**src/rtl/core/bcdir_pkg.sv**
```systemverilog
// Shared constants, types and command/status structs for the block cache directory.
package bcdir_pkg;

    localparam int ENTRIES     = 64;
    localparam int BLOCK_BITS  = 64;
    localparam int MAX_RESULTS = 64;
    localparam int PIN_BITS    = 16;
    localparam int IDX_W       = $clog2(ENTRIES);
    localparam int CNT_W       = $clog2(ENTRIES + 1);
    localparam int RANK_W      = IDX_W;
    localparam int RES_W       = $clog2(MAX_RESULTS + 1);

    localparam logic [BLOCK_BITS-1:0] BLOCK_MASK = {BLOCK_BITS{1'b1}};
    localparam logic [PIN_BITS-1:0]   PIN_MAX    = {PIN_BITS{1'b1}};

    typedef enum logic [1:0] {
        KIND_GET     = 2'd0,
        KIND_RELEASE = 2'd1,
        KIND_DIRTY   = 2'd2,
        KIND_SYNC    = 2'd3
    } kind_t;

    typedef enum logic [2:0] {
        RES_HIT       = 3'd0,
        RES_FILL      = 3'd1,
        RES_WRITEBACK = 3'd2,
        RES_NOFREE    = 3'd3,
        RES_ACK       = 3'd4,
        RES_UNDERFLOW = 3'd5
    } result_t;

    typedef enum logic [2:0] {
        EMIT_NOFREE,
        EMIT_HIT,
        EMIT_FILL,
        EMIT_FILL_NEW,
        EMIT_VICTIM_WB,
        EMIT_SLOT,
        EMIT_SLOT_EMPTY,
        EMIT_SYNC_WB
    } emit_t;

    typedef enum logic [3:0] {
        ST_IDLE,
        ST_DECODE,
        ST_SRCH_RD,
        ST_SRCH_EVAL,
        ST_DECIDE,
        ST_VIC_WAIT,
        ST_TOUCH_RD,
        ST_TOUCH_EVAL,
        ST_FILL_NEW,
        ST_SLOT_RD,
        ST_SLOT_EVAL,
        ST_SYNC_RD,
        ST_SYNC_EVAL,
        ST_SYNC_WAIT,
        ST_SYNC_ACK
    } state_t;

    typedef struct packed {
        logic [BLOCK_BITS-1:0] tag;
        logic [PIN_BITS-1:0]   pin;
        logic                  dirty;
        logic [RANK_W-1:0]     rank;
    } entry_t;

    typedef struct packed {
        logic  load;
        logic  mem_rd;
        logic  rd_slot;
        logic  idx_clr;
        logic  idx_inc;
        logic  search_step;
        logic  take_victim;
        logic  evict_dirty;
        logic  touch_write;
        logic  new_write;
        logic  slot_write;
        logic  sync_clear;
        logic  emit;
        emit_t emit_sel;
    } ctrl_cmd_t;

    typedef struct packed {
        logic  out_busy;
        kind_t kind;
        logic  blk_marker;
        logic  slot_valid;
        logic  idx_done;
        logic  hit;
        logic  full;
        logic  vic_found;
        logic  vic_dirty;
        logic  rd_dirty;
        logic  dirty_zero;
        logic  emitted_zero;
        logic  cap;
    } dp_stat_t;

endpackage

```
**src/rtl/core/bcdir_ctrl.sv**
```systemverilog
// Controller state machine that sequences lookups, rank updates, slot ops and sync walks.
module bcdir_ctrl
    import bcdir_pkg::*;
(
    input  logic       clk,
    input  logic       rst_n,
    input  logic       req_valid,
    output logic       req_ready,
    input  dp_stat_t   stat,
    output ctrl_cmd_t  cmd
);

    state_t state_reg;
    state_t state_next;

    // State register.
    always_ff @(posedge clk or negedge rst_n)
    begin
        if (!rst_n)
        begin
            state_reg <= ST_IDLE;
        end
        else
        begin
            state_reg <= state_next;
        end
    end

    // Next state.
    always_comb
    begin
        state_next = state_reg;
        unique case (state_reg)
            ST_IDLE:
            begin
                if (req_valid && !stat.out_busy)
                begin
                    state_next = ST_DECODE;
                end
            end
            ST_DECODE:
            begin
                unique case (stat.kind)
                    KIND_GET:
                    begin
                        state_next = stat.blk_marker ? ST_IDLE : ST_SRCH_RD;
                    end
                    KIND_RELEASE, KIND_DIRTY:
                    begin
                        state_next = stat.slot_valid ? ST_SLOT_RD : ST_IDLE;
                    end
                    KIND_SYNC:
                    begin
                        state_next = ST_SYNC_RD;
                    end
                    default:
                    begin
                        state_next = ST_IDLE;
                    end
                endcase
            end
            ST_SRCH_RD:
            begin
                state_next = stat.idx_done ? ST_DECIDE : ST_SRCH_EVAL;
            end
            ST_SRCH_EVAL:
            begin
                state_next = ST_SRCH_RD;
            end
            ST_DECIDE:
            begin
                priority if (stat.hit)
                begin
                    state_next = ST_TOUCH_RD;
                end
                else if (!stat.full)
                begin
                    state_next = ST_FILL_NEW;
                end
                else if (stat.vic_found)
                begin
                    state_next = stat.vic_dirty ? ST_VIC_WAIT : ST_TOUCH_RD;
                end
                else
                begin
                    state_next = ST_IDLE;
                end
            end
            ST_VIC_WAIT:
            begin
                if (!stat.out_busy)
                begin
                    state_next = ST_TOUCH_RD;
                end
            end
            ST_TOUCH_RD:
            begin
                state_next = stat.idx_done ? ST_IDLE : ST_TOUCH_EVAL;
            end
            ST_TOUCH_EVAL:
            begin
                state_next = ST_TOUCH_RD;
            end
            ST_FILL_NEW:
            begin
                state_next = ST_IDLE;
            end
            ST_SLOT_RD:
            begin
                state_next = ST_SLOT_EVAL;
            end
            ST_SLOT_EVAL:
            begin
                state_next = ST_IDLE;
            end
            ST_SYNC_RD:
            begin
                if (stat.dirty_zero || stat.idx_done || stat.cap)
                begin
                    state_next = stat.emitted_zero ? ST_SYNC_ACK : ST_IDLE;
                end
                else
                begin
                    state_next = ST_SYNC_EVAL;
                end
            end
            ST_SYNC_EVAL:
            begin
                state_next = stat.rd_dirty ? ST_SYNC_WAIT : ST_SYNC_RD;
            end
            ST_SYNC_WAIT:
            begin
                if (!stat.out_busy)
                begin
                    state_next = ST_SYNC_RD;
                end
            end
            ST_SYNC_ACK:
            begin
                state_next = ST_IDLE;
            end
            default:
            begin
                state_next = ST_IDLE;
            end
        endcase
    end

    // Command outputs.
    always_comb
    begin
        cmd       = '0;
        cmd.emit_sel = EMIT_NOFREE;
        req_ready = 1'b0;
        unique case (state_reg)
            ST_IDLE:
            begin
                req_ready = !stat.out_busy;
                cmd.load  = req_valid && !stat.out_busy;
            end
            ST_DECODE:
            begin
                unique case (stat.kind)
                    KIND_GET:
                    begin
                        cmd.emit     = stat.blk_marker;
                        cmd.emit_sel = EMIT_NOFREE;
                    end
                    KIND_RELEASE, KIND_DIRTY:
                    begin
                        cmd.emit     = !stat.slot_valid;
                        cmd.emit_sel = EMIT_SLOT_EMPTY;
                    end
                    default:
                    begin
                        cmd.emit = 1'b0;
                    end
                endcase
            end
            ST_SRCH_RD:
            begin
                cmd.mem_rd = !stat.idx_done;
            end
            ST_SRCH_EVAL:
            begin
                cmd.search_step = 1'b1;
                cmd.idx_inc     = 1'b1;
            end
            ST_DECIDE:
            begin
                priority if (stat.hit)
                begin
                    cmd.idx_clr = 1'b1;
                end
                else if (!stat.full)
                begin
                    cmd.emit = 1'b0;
                end
                else if (stat.vic_found)
                begin
                    cmd.idx_clr     = 1'b1;
                    cmd.take_victim = 1'b1;
                    cmd.evict_dirty = stat.vic_dirty;
                    cmd.emit        = stat.vic_dirty;
                    cmd.emit_sel    = EMIT_VICTIM_WB;
                end
                else
                begin
                    cmd.emit     = 1'b1;
                    cmd.emit_sel = EMIT_NOFREE;
                end
            end
            ST_TOUCH_RD:
            begin
                cmd.mem_rd   = !stat.idx_done;
                cmd.emit     = stat.idx_done;
                cmd.emit_sel = stat.hit ? EMIT_HIT : EMIT_FILL;
            end
            ST_TOUCH_EVAL:
            begin
                cmd.touch_write = 1'b1;
                cmd.idx_inc     = 1'b1;
            end
            ST_FILL_NEW:
            begin
                cmd.new_write = 1'b1;
                cmd.emit      = 1'b1;
                cmd.emit_sel  = EMIT_FILL_NEW;
            end
            ST_SLOT_RD:
            begin
                cmd.mem_rd  = 1'b1;
                cmd.rd_slot = 1'b1;
            end
            ST_SLOT_EVAL:
            begin
                cmd.slot_write = 1'b1;
                cmd.emit       = 1'b1;
                cmd.emit_sel   = EMIT_SLOT;
            end
            ST_SYNC_RD:
            begin
                cmd.mem_rd = !(stat.dirty_zero || stat.idx_done || stat.cap);
            end
            ST_SYNC_EVAL:
            begin
                cmd.idx_inc    = 1'b1;
                cmd.sync_clear = stat.rd_dirty;
                cmd.emit       = stat.rd_dirty;
                cmd.emit_sel   = EMIT_SYNC_WB;
            end
            ST_SYNC_ACK:
            begin
                // Nothing dirty: a lone ack, sent through the slot-empty path with
                // slot and tag both zero.
                cmd.emit     = 1'b1;
                cmd.emit_sel = EMIT_SLOT_EMPTY;
            end
            default:
            begin
                cmd.emit = 1'b0;
            end
        endcase
    end

endmodule

```
**config.mk**
```make
export PLATFORM = sky130hd
export DESIGN_NAME = bcdir_ctrl
export DESIGN_NICKNAME = d
export VERILOG_FILES = /design/src/rtl/core/bcdir_pkg.sv /design/src/rtl/core/bcdir_ctrl.sv
export SDC_FILE = /design/constraint.sdc
export NUM_CORES = 1
export LEC_CHECK = 0
export CORE_ASPECT_RATIO = 0.8
export CORE_MARGIN = 2
export CORE_UTILIZATION = 40
export CTS_BUF_LIST = sky130_fd_sc_hd__clkbuf_4
export DETAILED_ROUTE_END_ITERATION = 10
export DONT_BUFFER_PORTS = 1
export SLEW_MARGIN = 20
export SYNTH_ARGS = -nofsm -noshare
export SYNTH_HDL_FRONTEND = slang
export SYNTH_SLANG_ARGS = --single-unit
```
**constraint.sdc**
```tcl
create_clock -name clk -period 2.5 [get_ports clk]
set_clock_uncertainty 0.05 [all_clocks]
set_input_delay 0.125 -clock clk [delete_from_list [all_inputs] [get_ports clk]]
set_output_delay 0.125 -clock clk [all_outputs]
set_load 0.05 [all_outputs]
```
**Word-level counts from Yosys, hierarchy flattened**

Index checks and enable logic that the tools add are counted.

- Flip-flop bits (word level): 4
- Bits of input ports: 17
- Output and inout bits: 17
- Logic and storage cells: 78

- Equality and inequality tests: 20
- Multiplexer cells: 43
- Reductions and logical operators: 14

Operators with widths:

| operator | count |
|---|---|
| $pmux 4 s12 | 1 |
| $mux 4 | 10 |
| $eq 4x4->1 const B | 7 |
| $pmux 3 s7 | 1 |
| $mux 3 | 6 |
| $eq 4x3->1 const B | 4 |
| $mux 1 | 14 |
| $mux 2 | 7 |
| $pmux 4 s3 | 1 |
| $eq 4x2->1 const B | 2 |
| $ne 2x2->1 const B | 3 |
| $reduce_or 3->1 | 2 |
| $pmux 1 s5 | 1 |
| $eq 2x2->1 const B | 2 |
| $eq 4x1->1 const B | 1 |
| $logic_not 1->1 | 4 |
| $logic_not 4->1 | 1 |
| $reduce_or 2->1 | 2 |
| $pmux 1 s3 | 1 |
| $reduce_and 3->1 | 1 |
| $eq 2x1->1 const B | 1 |
| $logic_not 2->1 | 1 |
| $logic_or 1x1->1 | 2 |
| $pmux 1 s2 | 1 |
| $logic_and 1x1->1 | 1 |

**Longest topological paths before layout**

Gate-level depths: netlist of the first run.

- Depth after elaboration: 5
- Gate-level depth with buffers: 6
- Gate-level depth less buffers: 6

**Least setup slack after synthesis of the first run**

No wires, ideal clock.

- Path type: reg-to-reg
- From: register state_reg[1]
- To: register state_reg[0]
- Library setup time: 0.067 ns
- Arrival time: 2.443 ns
- Data required time: 2.383 ns
- Setup slack: -0.060 ns
- Stages on the path, launching flop included: 5
- Path buffers: 0
- Clock period less this slack: 2.560 ns
- Path through: dfrtp_1 > or4b_4 > nor3_2 > and2_1 > o32a_1

- Cells in the longest elaborated chain, start to end: 3
- Elaborated cells between the ends (all ways): 17
- Classes of those cells: 14 x eq/ne; 1 x mux; 2 x reduce/logical

RTL lines:

| what | RTL line | text |
|---|---|---|
| start, declared | bcdir_ctrl.sv:13 | `state_t state_reg;` |
| start signal, assigned | bcdir_ctrl.sv:25 | `state_reg <= state_next;` |
| $eq 4x3->1, or another cell as far along | bcdir_ctrl.sv:33 | `unique case (state_reg)` |
| $ne 2x2->1 (no line) | -- |  |
| $reduce_and 3->1 (no line) | -- |  |

Several ways; a longest one is shown, not always the timed one.
A chain may end at the register's enable or synchronous reset.

==> impl_metrics.yaml, run 1 <==
drt:
  via_per_inst: 6.04
  vias: 876
  dr.pass1.iters: 4
  totalWireLength_um: 2200
  ant_nets: 0
  wl_per_cell_um: 15.2
  drc_errors: 0
  drt_iter0_markers: 28
finish:
  final_common_cell: "buf_4"
  drive_gt1_share_pct: 24.4
  largest_reg_flops: 4
  stdcell_count: 145
  mostFrequentLayoutCells: "buf_4 (16), nor2_1 (11), nand2_1 (9), inv_1 (9), o21ai_0 (9)"
  fin_nets: 146
  area_growth_syn_to_layout_pct: 27.0
  n_antenna_cell: 0
  fin_util_pct: 55.9
outcome:
  status: "finished, final reports clean"
clocking:
  cts_setup_buffers: 0
  clock_sinks: 4
  cts_root_buffer: "clkbuf_4"
  insertion_delay_ns: 0.23
  cts.repair.resized: 0
  cts_tree: "built"
  cts_buffer_depth: 2
  cts_made_buffers: 3
  holdBufCountCts: 2
  ctsHtreeMaxLevel: 1
  clk_pin_slew_ns: 0.04
timing:
  setup_viol: 0
  clock.fmax_ghz: 0.467
  rsz0062_at_grt: "false"
  slew_headroom_pct: 67.3
  setup_slack_ns: 0.359
  worst_pin_slew_ns: 0.491
  fin_setup_tns_ns: 0
  period_share_pct: 85.6
  hold_violations: 0
  period_needed_ns: 2.14
  slew_violations: 0
yosys:
  synth_warnings: 0
  syn-mean-instance-area_um2: 6.82
  synth_edf_count: 0
  synthCells: 108
  syn_nets: 129
  ys_types: 42
  synth_ff_type: "dfrtp_1"
  ys_seq_area_share_pct: 13.6
  synth.top_cell.area_share_pct: 13.6
  async_reset_ff_share_pct: 100
  netlist_area_um2: 737
  ys_top_cells_by_area: "dfrtp_1 (14%), ha_1 (6.8%), o21ai_0 (6.1%), nor2_1 (5.6%), a21oi_1 (5.4%)"
  ys_ff_latch: 4
  synth_top_area_cell: "dfrtp_1"
placement:
  place_inst: 140
  place_congestion: 0.863
  pre_cts_ws_ns: 0.619
  port_buffers: 0
  place_hpwl_um: 1740
critical_path:
  crit_slowest_cell: "or4b_4"
  arrival_ns: 1.97
  crit_type: "flip-flop to output pin"
  crit_path_end_kind: "output pin"
  cp.buffers_inverters: 1
  crit_chain: "or4b_4 -> nand2b_1 -> o211ai_1 -> buf_4"
  cp.required_ns: 2.33
  crit_fanout: 13
  critPathTopFamily: "simple AND/OR/NAND/NOR gates"
  slowest_delay_ns: 0.60
  crit_path_start_kind: "flip-flop"
flow_run:
  cap_violations: 0
floorplanning:
  io_pins: 34
  dieWidth_um: 52.0
  die_area_um2: 2200
  die_y_um: 42.4
  core_um2: 1680
  initial_core_util_pct: 44.0
  rows: 13
global_routing:
  grt_use_met1_pct: 33.0
  grt_max_degree: 19
  gr-usage-met3_pct: 2.50
  met2_usage_pct: 28.4
  grt-ovfl-total: 0
  antenna_found_initial: 0
  grt.busiest_layer: "met1"
  grtUsageTotal_pct: 20.6
  grt_pass1_vias: 774
  grt_pass1_wl_um: 3480
pwr:
  peakVddDrop_mv: 0.754
  p_total_mw: 1.29
  leakagePower_nw: 0.412
  power_density_nw_per_um2: 1380
min_path:
  hp-class: "input port to flip-flop"
where the power goes:
group	switching [mW]	internal (mW)
sequential	0.103	0.0952
clock	0.0256	0.0537
combinational	0.661	0.353
total	0.790	0.502
cells in the mapped netlist, types with 2 or more instances:
master    instances
nor2_1           11
inv_1             9
nand2_1           9
o21ai_0           9
a21oi_1           8
nand2b_1          5
clkbuf_1          4
dfrtp_1           4
ha_1              4
nand3_1           3
nand4_1           3
nor3_1            3
a21o_1            2
and4_1            2
nor2b_1           2
o211ai_1          2
or4_1             2
or4b_4            2
stage by stage:
| stage | hold slack, ns | instance area, um2 |
|---|---|---|
| 4_1_cts | 0.0772 | 936 |
| 3_5_place_dp | -0.220 | 893 |
| 2_1_floorplan | -0.221 | 743 |
| 5_1_grt | 0.103 | 936 |
| 3_3_place_gp | -0.221 | 893 |
| 6_report | 0.0806 | 936 |
routing by layer:
metal | routed length, um | share of wire (%)
met5 | 0 | 0
met4 | 0 | 0
met3 | 159 | 7.2
met1 | 1060 | 48
met2 | 978 | 44
layout make-up:
class | count | area, um2
Inverter | 10 | 37.5
Sequential cell | 4 | 100
Timing Repair Buffer | 19 | 160
Multi-Input combinational cell | 87 | 588
Fill cell | 171 | 739
Clock buffer | 3 | 22.5
Tap cell | 22 | 27.5
worst register-to-register path: stages, from the launching register on:
cell     delay (ns)
dfrtp_1        0.55
or2_4          0.33
or4b_4         0.53
a21oi_2        0.15
o32a_1         0.16
cell families after synthesis:
family,count (synthesis),share of synthesized area [%]
AOI/OAI and AO/OA,33,29.9
adders and majority gates,4,6.79
buffers and inverters,17,9.84
DFF,4,13.6
muxes,1,1.36
and+or+nand+nor,49,38.5
path summary, 6_finish.rpt:
kind	cells after the start	to	slack, ns	from
worst max-delay path	4	cmd[3]	0.36	state_reg[0]$_DFFE_PN0P_
worst min-delay path	2	state_reg[3]$_DFFE_PN0P_	0.08	stat[1]
worst max register to register	4	state_reg[0]$_DFFE_PN0P_	0.67	state_reg[3]$_DFFE_PN0P_
worst min register to register	2	state_reg[3]$_DFFE_PN0P_	0.75	state_reg[1]$_DFFE_PN0P_
max in group asynchronous	1	state_reg[2]$_DFFE_PN0P_	2.12	rst_n
min in group asynchronous	1	state_reg[3]$_DFFE_PN0P_	0.11	rst_n
(Power assumes the default switching activity.)
==> run 2: changes to the inputs <==
--- a/config.mk
+++ b/config.mk
@@ -5,7 +5,6 @@
 export SDC_FILE = /design/constraint.sdc
 export NUM_CORES = 1
 export LEC_CHECK = 0
-export CORE_ASPECT_RATIO = 0.8
 export CORE_MARGIN = 2
 export CORE_UTILIZATION = 40
 export CTS_BUF_LIST = sky130_fd_sc_hd__clkbuf_4
==> impl_metrics.yaml, run 2 (synthesis gave the netlist of run 1 again) <==
global_routing:
  grt_pass1_wl_um: 3330
  antenna_found_initial: 0
  grtUsageTotal_pct: 20.6
  grt-ovfl-total: 0
  grt_pass1_vias: 746
  grt_max_degree: 19
clocking:
  cts_tree: "built"
  cts_root_buffer: "clkbuf_4"
  ctsHtreeMaxLevel: 1
  cts_made_buffers: 3
  insertion_delay_ns: 0.23
  clock_sinks: 4
  cts_buffer_depth: 2
  clk_pin_slew_ns: 0.04
timing:
  slew_headroom_pct: 67.6
  hold_violations: 0
  slew_violations: 0
  period_needed_ns: 2.11
  period_share_pct: 84.6
  setup_viol: 0
  clock.fmax_ghz: 0.473
  rsz0062_at_grt: "false"
  worst_pin_slew_ns: 0.486
  whs_ns: 0.0194
  fin_setup_tns_ns: 0
pwr:
  power_density_nw_per_um2: 1380
  p_comb_share_pct: 79.7
  switching_power_mw: 0.782
  p_seq_share_pct: 14.2
  peakVddDrop_mv: 0.727
  clkPwrFrac_pct: 6.0
  power.internal_mw: 0.509
  leakagePower_nw: 0.413
  swShare_pct: 60.5
flow_run:
  cap_violations: 0
finish:
  area_growth_syn_to_layout_pct: 27.2
  drive_gt1_share_pct: 25.2
  largest_reg_flops: 4
  fin_util_pct: 54.3
  mostFrequentLayoutCells: "buf_4 (17), nor2_1 (11), nand2_1 (9), inv_1 (9), o21ai_0 (9)"
  fin_nets: 146
  final_common_cell: "buf_4"
  n_antenna_cell: 0
critical_path:
  crit_path_start_kind: "flip-flop"
  crit_type: "flip-flop to output pin"
  arrival_ns: 1.94
  cp.buffers_inverters: 1
  crit_slowest_cell: "or4b_4"
  slowest_delay_ns: 0.58
  crit_path_end_kind: "output pin"
  cp.required_ns: 2.33
  crit_fanout: 18
  crit_chain: "or4b_4 -> nand2b_1 -> o211ai_1 -> buf_4"
  critPathTopFamily: "simple AND/OR/NAND/NOR gates"
drt:
  totalWireLength_um: 2130
  wl_per_cell_um: 14.4
  vias: 876
  drc_errors: 0
  ant_nets: 0
  dr.pass1.iters: 4
  via_per_inst: 5.92
  drt_iter0_markers: 18
placement:
  place_hpwl_um: 1680
  place_congestion: 0.855
  port_buffers: 0
floorplanning:
  core_um2: 1730
  rows: 15
  io_pins: 34
  dieWidth_um: 46.9
  die_y_um: 46.9
  die_area_um2: 2200
  initial_core_util_pct: 42.7
min_path:
  hp-class: "input port to flip-flop"
outcome:
  status: "finished, final reports clean"
[run 2: path summary, 6_finish.rpt]
kind,slack [ns],end,start,cells past startpoint
hold / removal,0.02,state_reg[3]$_DFFE_PN0P_,stat[6],1
hold reg to reg,0.77,state_reg[2]$_DFFE_PN0P_,state_reg[0]$_DFFE_PN0P_,2
setup reg to reg,0.68,state_reg[3]$_DFFE_PN0P_,state_reg[3]$_DFFE_PN0P_,4
min in group asynchronous,0.12,state_reg[0]$_DFFE_PN0P_,rst_n,1
setup / recovery,0.39,cmd[3],state_reg[3]$_DFFE_PN0P_,4
max in group asynchronous,2.11,state_reg[3]$_DFFE_PN0P_,rst_n,1
[run 2: timing repair]
item	CTS	global route
hold buffers	1	0
hold endpoints to repair	4	0
setup buffers	0	0
endpoints found under the setup margin	0	0
resized for setup	0	0
[run 2: cell type report]
cell class,count,area [um2]
Fill cell,172,790
Clock buffer,3,22.5
Sequential cell,4,100
Multi-Input combinational cell,87,588
Tap cell,25,31.3
Timing Repair Buffer,19,158
Inverter,10,37.5
[run 2: power by group through the flow]
stage	Combinational, mW	Clock, mW	Sequential (mW)
finish	1.03	0.0780	0.184
global route	1.11	0.0847	0.195
CTS	1.03	0.0803	0.181
detailed placement	1.02	0	0.180
global placement	1.01	0	0.182
floorplan	0.793	0	0.129
[run 2: per-stage QoR]
step                total power [mW]  instances  worst slack [ns]  area (um2)
floorplan                      0.921        108             0.159         743
global placement                1.20        144             0.628         905
detailed placement              1.20        144             0.629         905
CTS                             1.29        148             0.382         937
global route                    1.39        148             0.285         937
finish                          1.29        148             0.386         937
[run 2: worst register-to-register path, cell delays in order (launching register included)]
cell and delay, ns:
dfrtp_1 0.54, or2_4 0.32, or4b_4 0.52, a21o_1 0.20
o2111ai_2 0.08
[run 2: layer usage]
metal,track usage (%),routed length [um]
met4,2.78,13
met3,3.08,151
met2,31.0,948
met5,0,0
met1,31.8,1020
==> run 3: changes to the inputs <==
==> constraint.sdc (replaced) <==
create_clock -name clk -period 1.8 [get_ports clk]
set_clock_uncertainty 0.05 [all_clocks]
set_input_delay 0.09 -clock clk [delete_from_list [all_inputs] [get_ports clk]]
set_output_delay 0.09 -clock clk [all_outputs]
set_load 0.05 [all_outputs]
==> impl_metrics.yaml, run 3 (synthesis gave the netlist of run 1 again) <==
finish:
  final_common_cell: "buf_4"
  n_antenna_cell: 0
  drive_gt1_share_pct: 39.4
  fin_nets: 155
  ff_latch_area_um2: 100
  n_fill_cell: 176
  multiInputGateArea_um2: 638
  mostFrequentLayoutCells: "buf_4 (20), o21ai_0 (9), nor2_1 (8), inv_1 (8)"
  area_growth_syn_to_layout_pct: 49.6
  stdcell_count: 157
  final_cell_area_um2: 1100
  largest_reg_flops: 4
floorplanning:
  die_area_um2: 2200
  initial_core_util_pct: 42.7
  dieWidth_um: 46.9
  core_um2: 1730
  die_y_um: 46.9
  rows: 15
  io_pins: 34
timing:
  setup_viol: 3
  worst_pin_slew_ns: 0.369
  clock.fmax_ghz: 0.526
  setup_slack_ns: -0.0997
  period_needed_ns: 1.90
  slew_headroom_pct: 74.8
  fin_setup_tns_ns: -0.274
  whs_ns: 0.0738
  hold_violations: 0
  slew_violations: 0
  period_share_pct: 106
  rsz0062_at_grt: "true"
placement:
  port_buffers: 0
  place_inst: 150
  placed_area_um2: 1010
  place_hpwl_um: 1930
  place_congestion: 0.850
drt:
  dr.pass1.iters: 4
  wl_per_cell_um: 15.7
  drt_iter0_markers: 19
  totalWireLength_um: 2470
  vias: 929
  ant_nets: 0
  drc_errors: 0
  via_per_inst: 5.92
critical_path:
  crit_path_end_kind: "output pin"
  crit_path_start_kind: "flip-flop"
  slowest_delay_ns: 0.58
  arrival_ns: 1.76
  cp.buffers_inverters: 1
  crit_chain: "or4b_4 -> nor3_4 -> nand3b_1 -> buf_12"
  crit_slowest_cell: "or4b_4"
  crit_fanout: 3
  critPathTopFamily: "simple AND/OR/NAND/NOR gates"
  cp.required_ns: 1.66
  crit_type: "flip-flop to output pin"
clocking:
  cts_buffer_depth: 2
  cts_made_buffers: 3
  cts_root_buffer: "clkbuf_4"
  insertion_delay_ns: 0.24
  clk_pin_slew_ns: 0.04
  cts_tree: "built"
  ctsHtreeMaxLevel: 1
  clock_sinks: 4
global_routing:
  grt_pass1_vias: 835
  gr-usage-met3_pct: 5.00
  antenna_found_initial: 0
  grtUsageTotal_pct: 23.5
  grt.busiest_layer: "met2"
  grt_use_met1_pct: 31.6
  grt_pass1_wl_um: 3680
  grt_max_degree: 17
  grt-ovfl-total: 0
  met2_usage_pct: 39.5
pwr:
  peakVddDrop_mv: 0.899
  power_density_nw_per_um2: 1880
  leakagePower_nw: 0.483
  p_total_mw: 2.08
flow_run:
  cap_violations: 0
outcome:
  status: "finished, violations left"
  violations: "negative setup slack"
min_path:
  hp-class: "input port to asynchronous set/reset pin"
run 3: final timing paths:
check | slack, ns | depth (start not counted) | from | to
min in group clk | 0.10 | 2 | stat[1] | state_reg[3]$_DFFE_PN0P_
min | 0.07 | 1 | rst_n | state_reg[0]$_DFFE_PN0P_
max reg2reg | 0.09 | 5 | state_reg[0]$_DFFE_PN0P_ | state_reg[1]$_DFFE_PN0P_
min reg2reg | 0.72 | 2 | state_reg[0]$_DFFE_PN0P_ | state_reg[2]$_DFFE_PN0P_
max in group asynchronous | 1.45 | 1 | rst_n | state_reg[3]$_DFFE_PN0P_
max | -0.1 | 4 | state_reg[0]$_DFFE_PN0P_ | cmd[2]
run 3: metrics by stage:
| stage | util (%) | setup WS, ns |
|---|---|---|
| detailed placement | 58.4 | 0.0871 |
| finish | 63.8 | -0.0997 |
| CTS | 62.1 | -0.0985 |
| global placement | 58.4 | 0.135 |
| floorplan | - | -0.318 |
| global route | 63.8 | -0.161 |
run 3: what timing repair did:
action | in CTS | in global routing
setup endpoints to repair | 5 | 8
buffers inserted | 1 | 1
endpoints found under the hold margin | 5 | 0
resized for setup | 3 | 7
pin swaps | 3 | 2
hold buffers | 2 | 0
run 3: final cells by class:
class,instances,share of cell area [%]
multi-input cells,87,57.9
flip-flops and latches,4,9.08
well taps,25,2.84
clock buffers,3,2.04
inverters,10,3.41
repair buffers,28,24.7
run 3: power by group:
part | switching [mW] | total (mW) | internal [mW]
logic | 1.13 | 1.79 | 0.658
clock network | 0.0417 | 0.117 | 0.0749
registers | 0.0381 | 0.173 | 0.134
run 3: metal layers:
layer / part of all wire, % / up-vias
li1: - / 446
met1: 43 / 447
met4: 0 / 0
met5: 0 / -
met3: 6.5 / 0
met2: 50 / 36
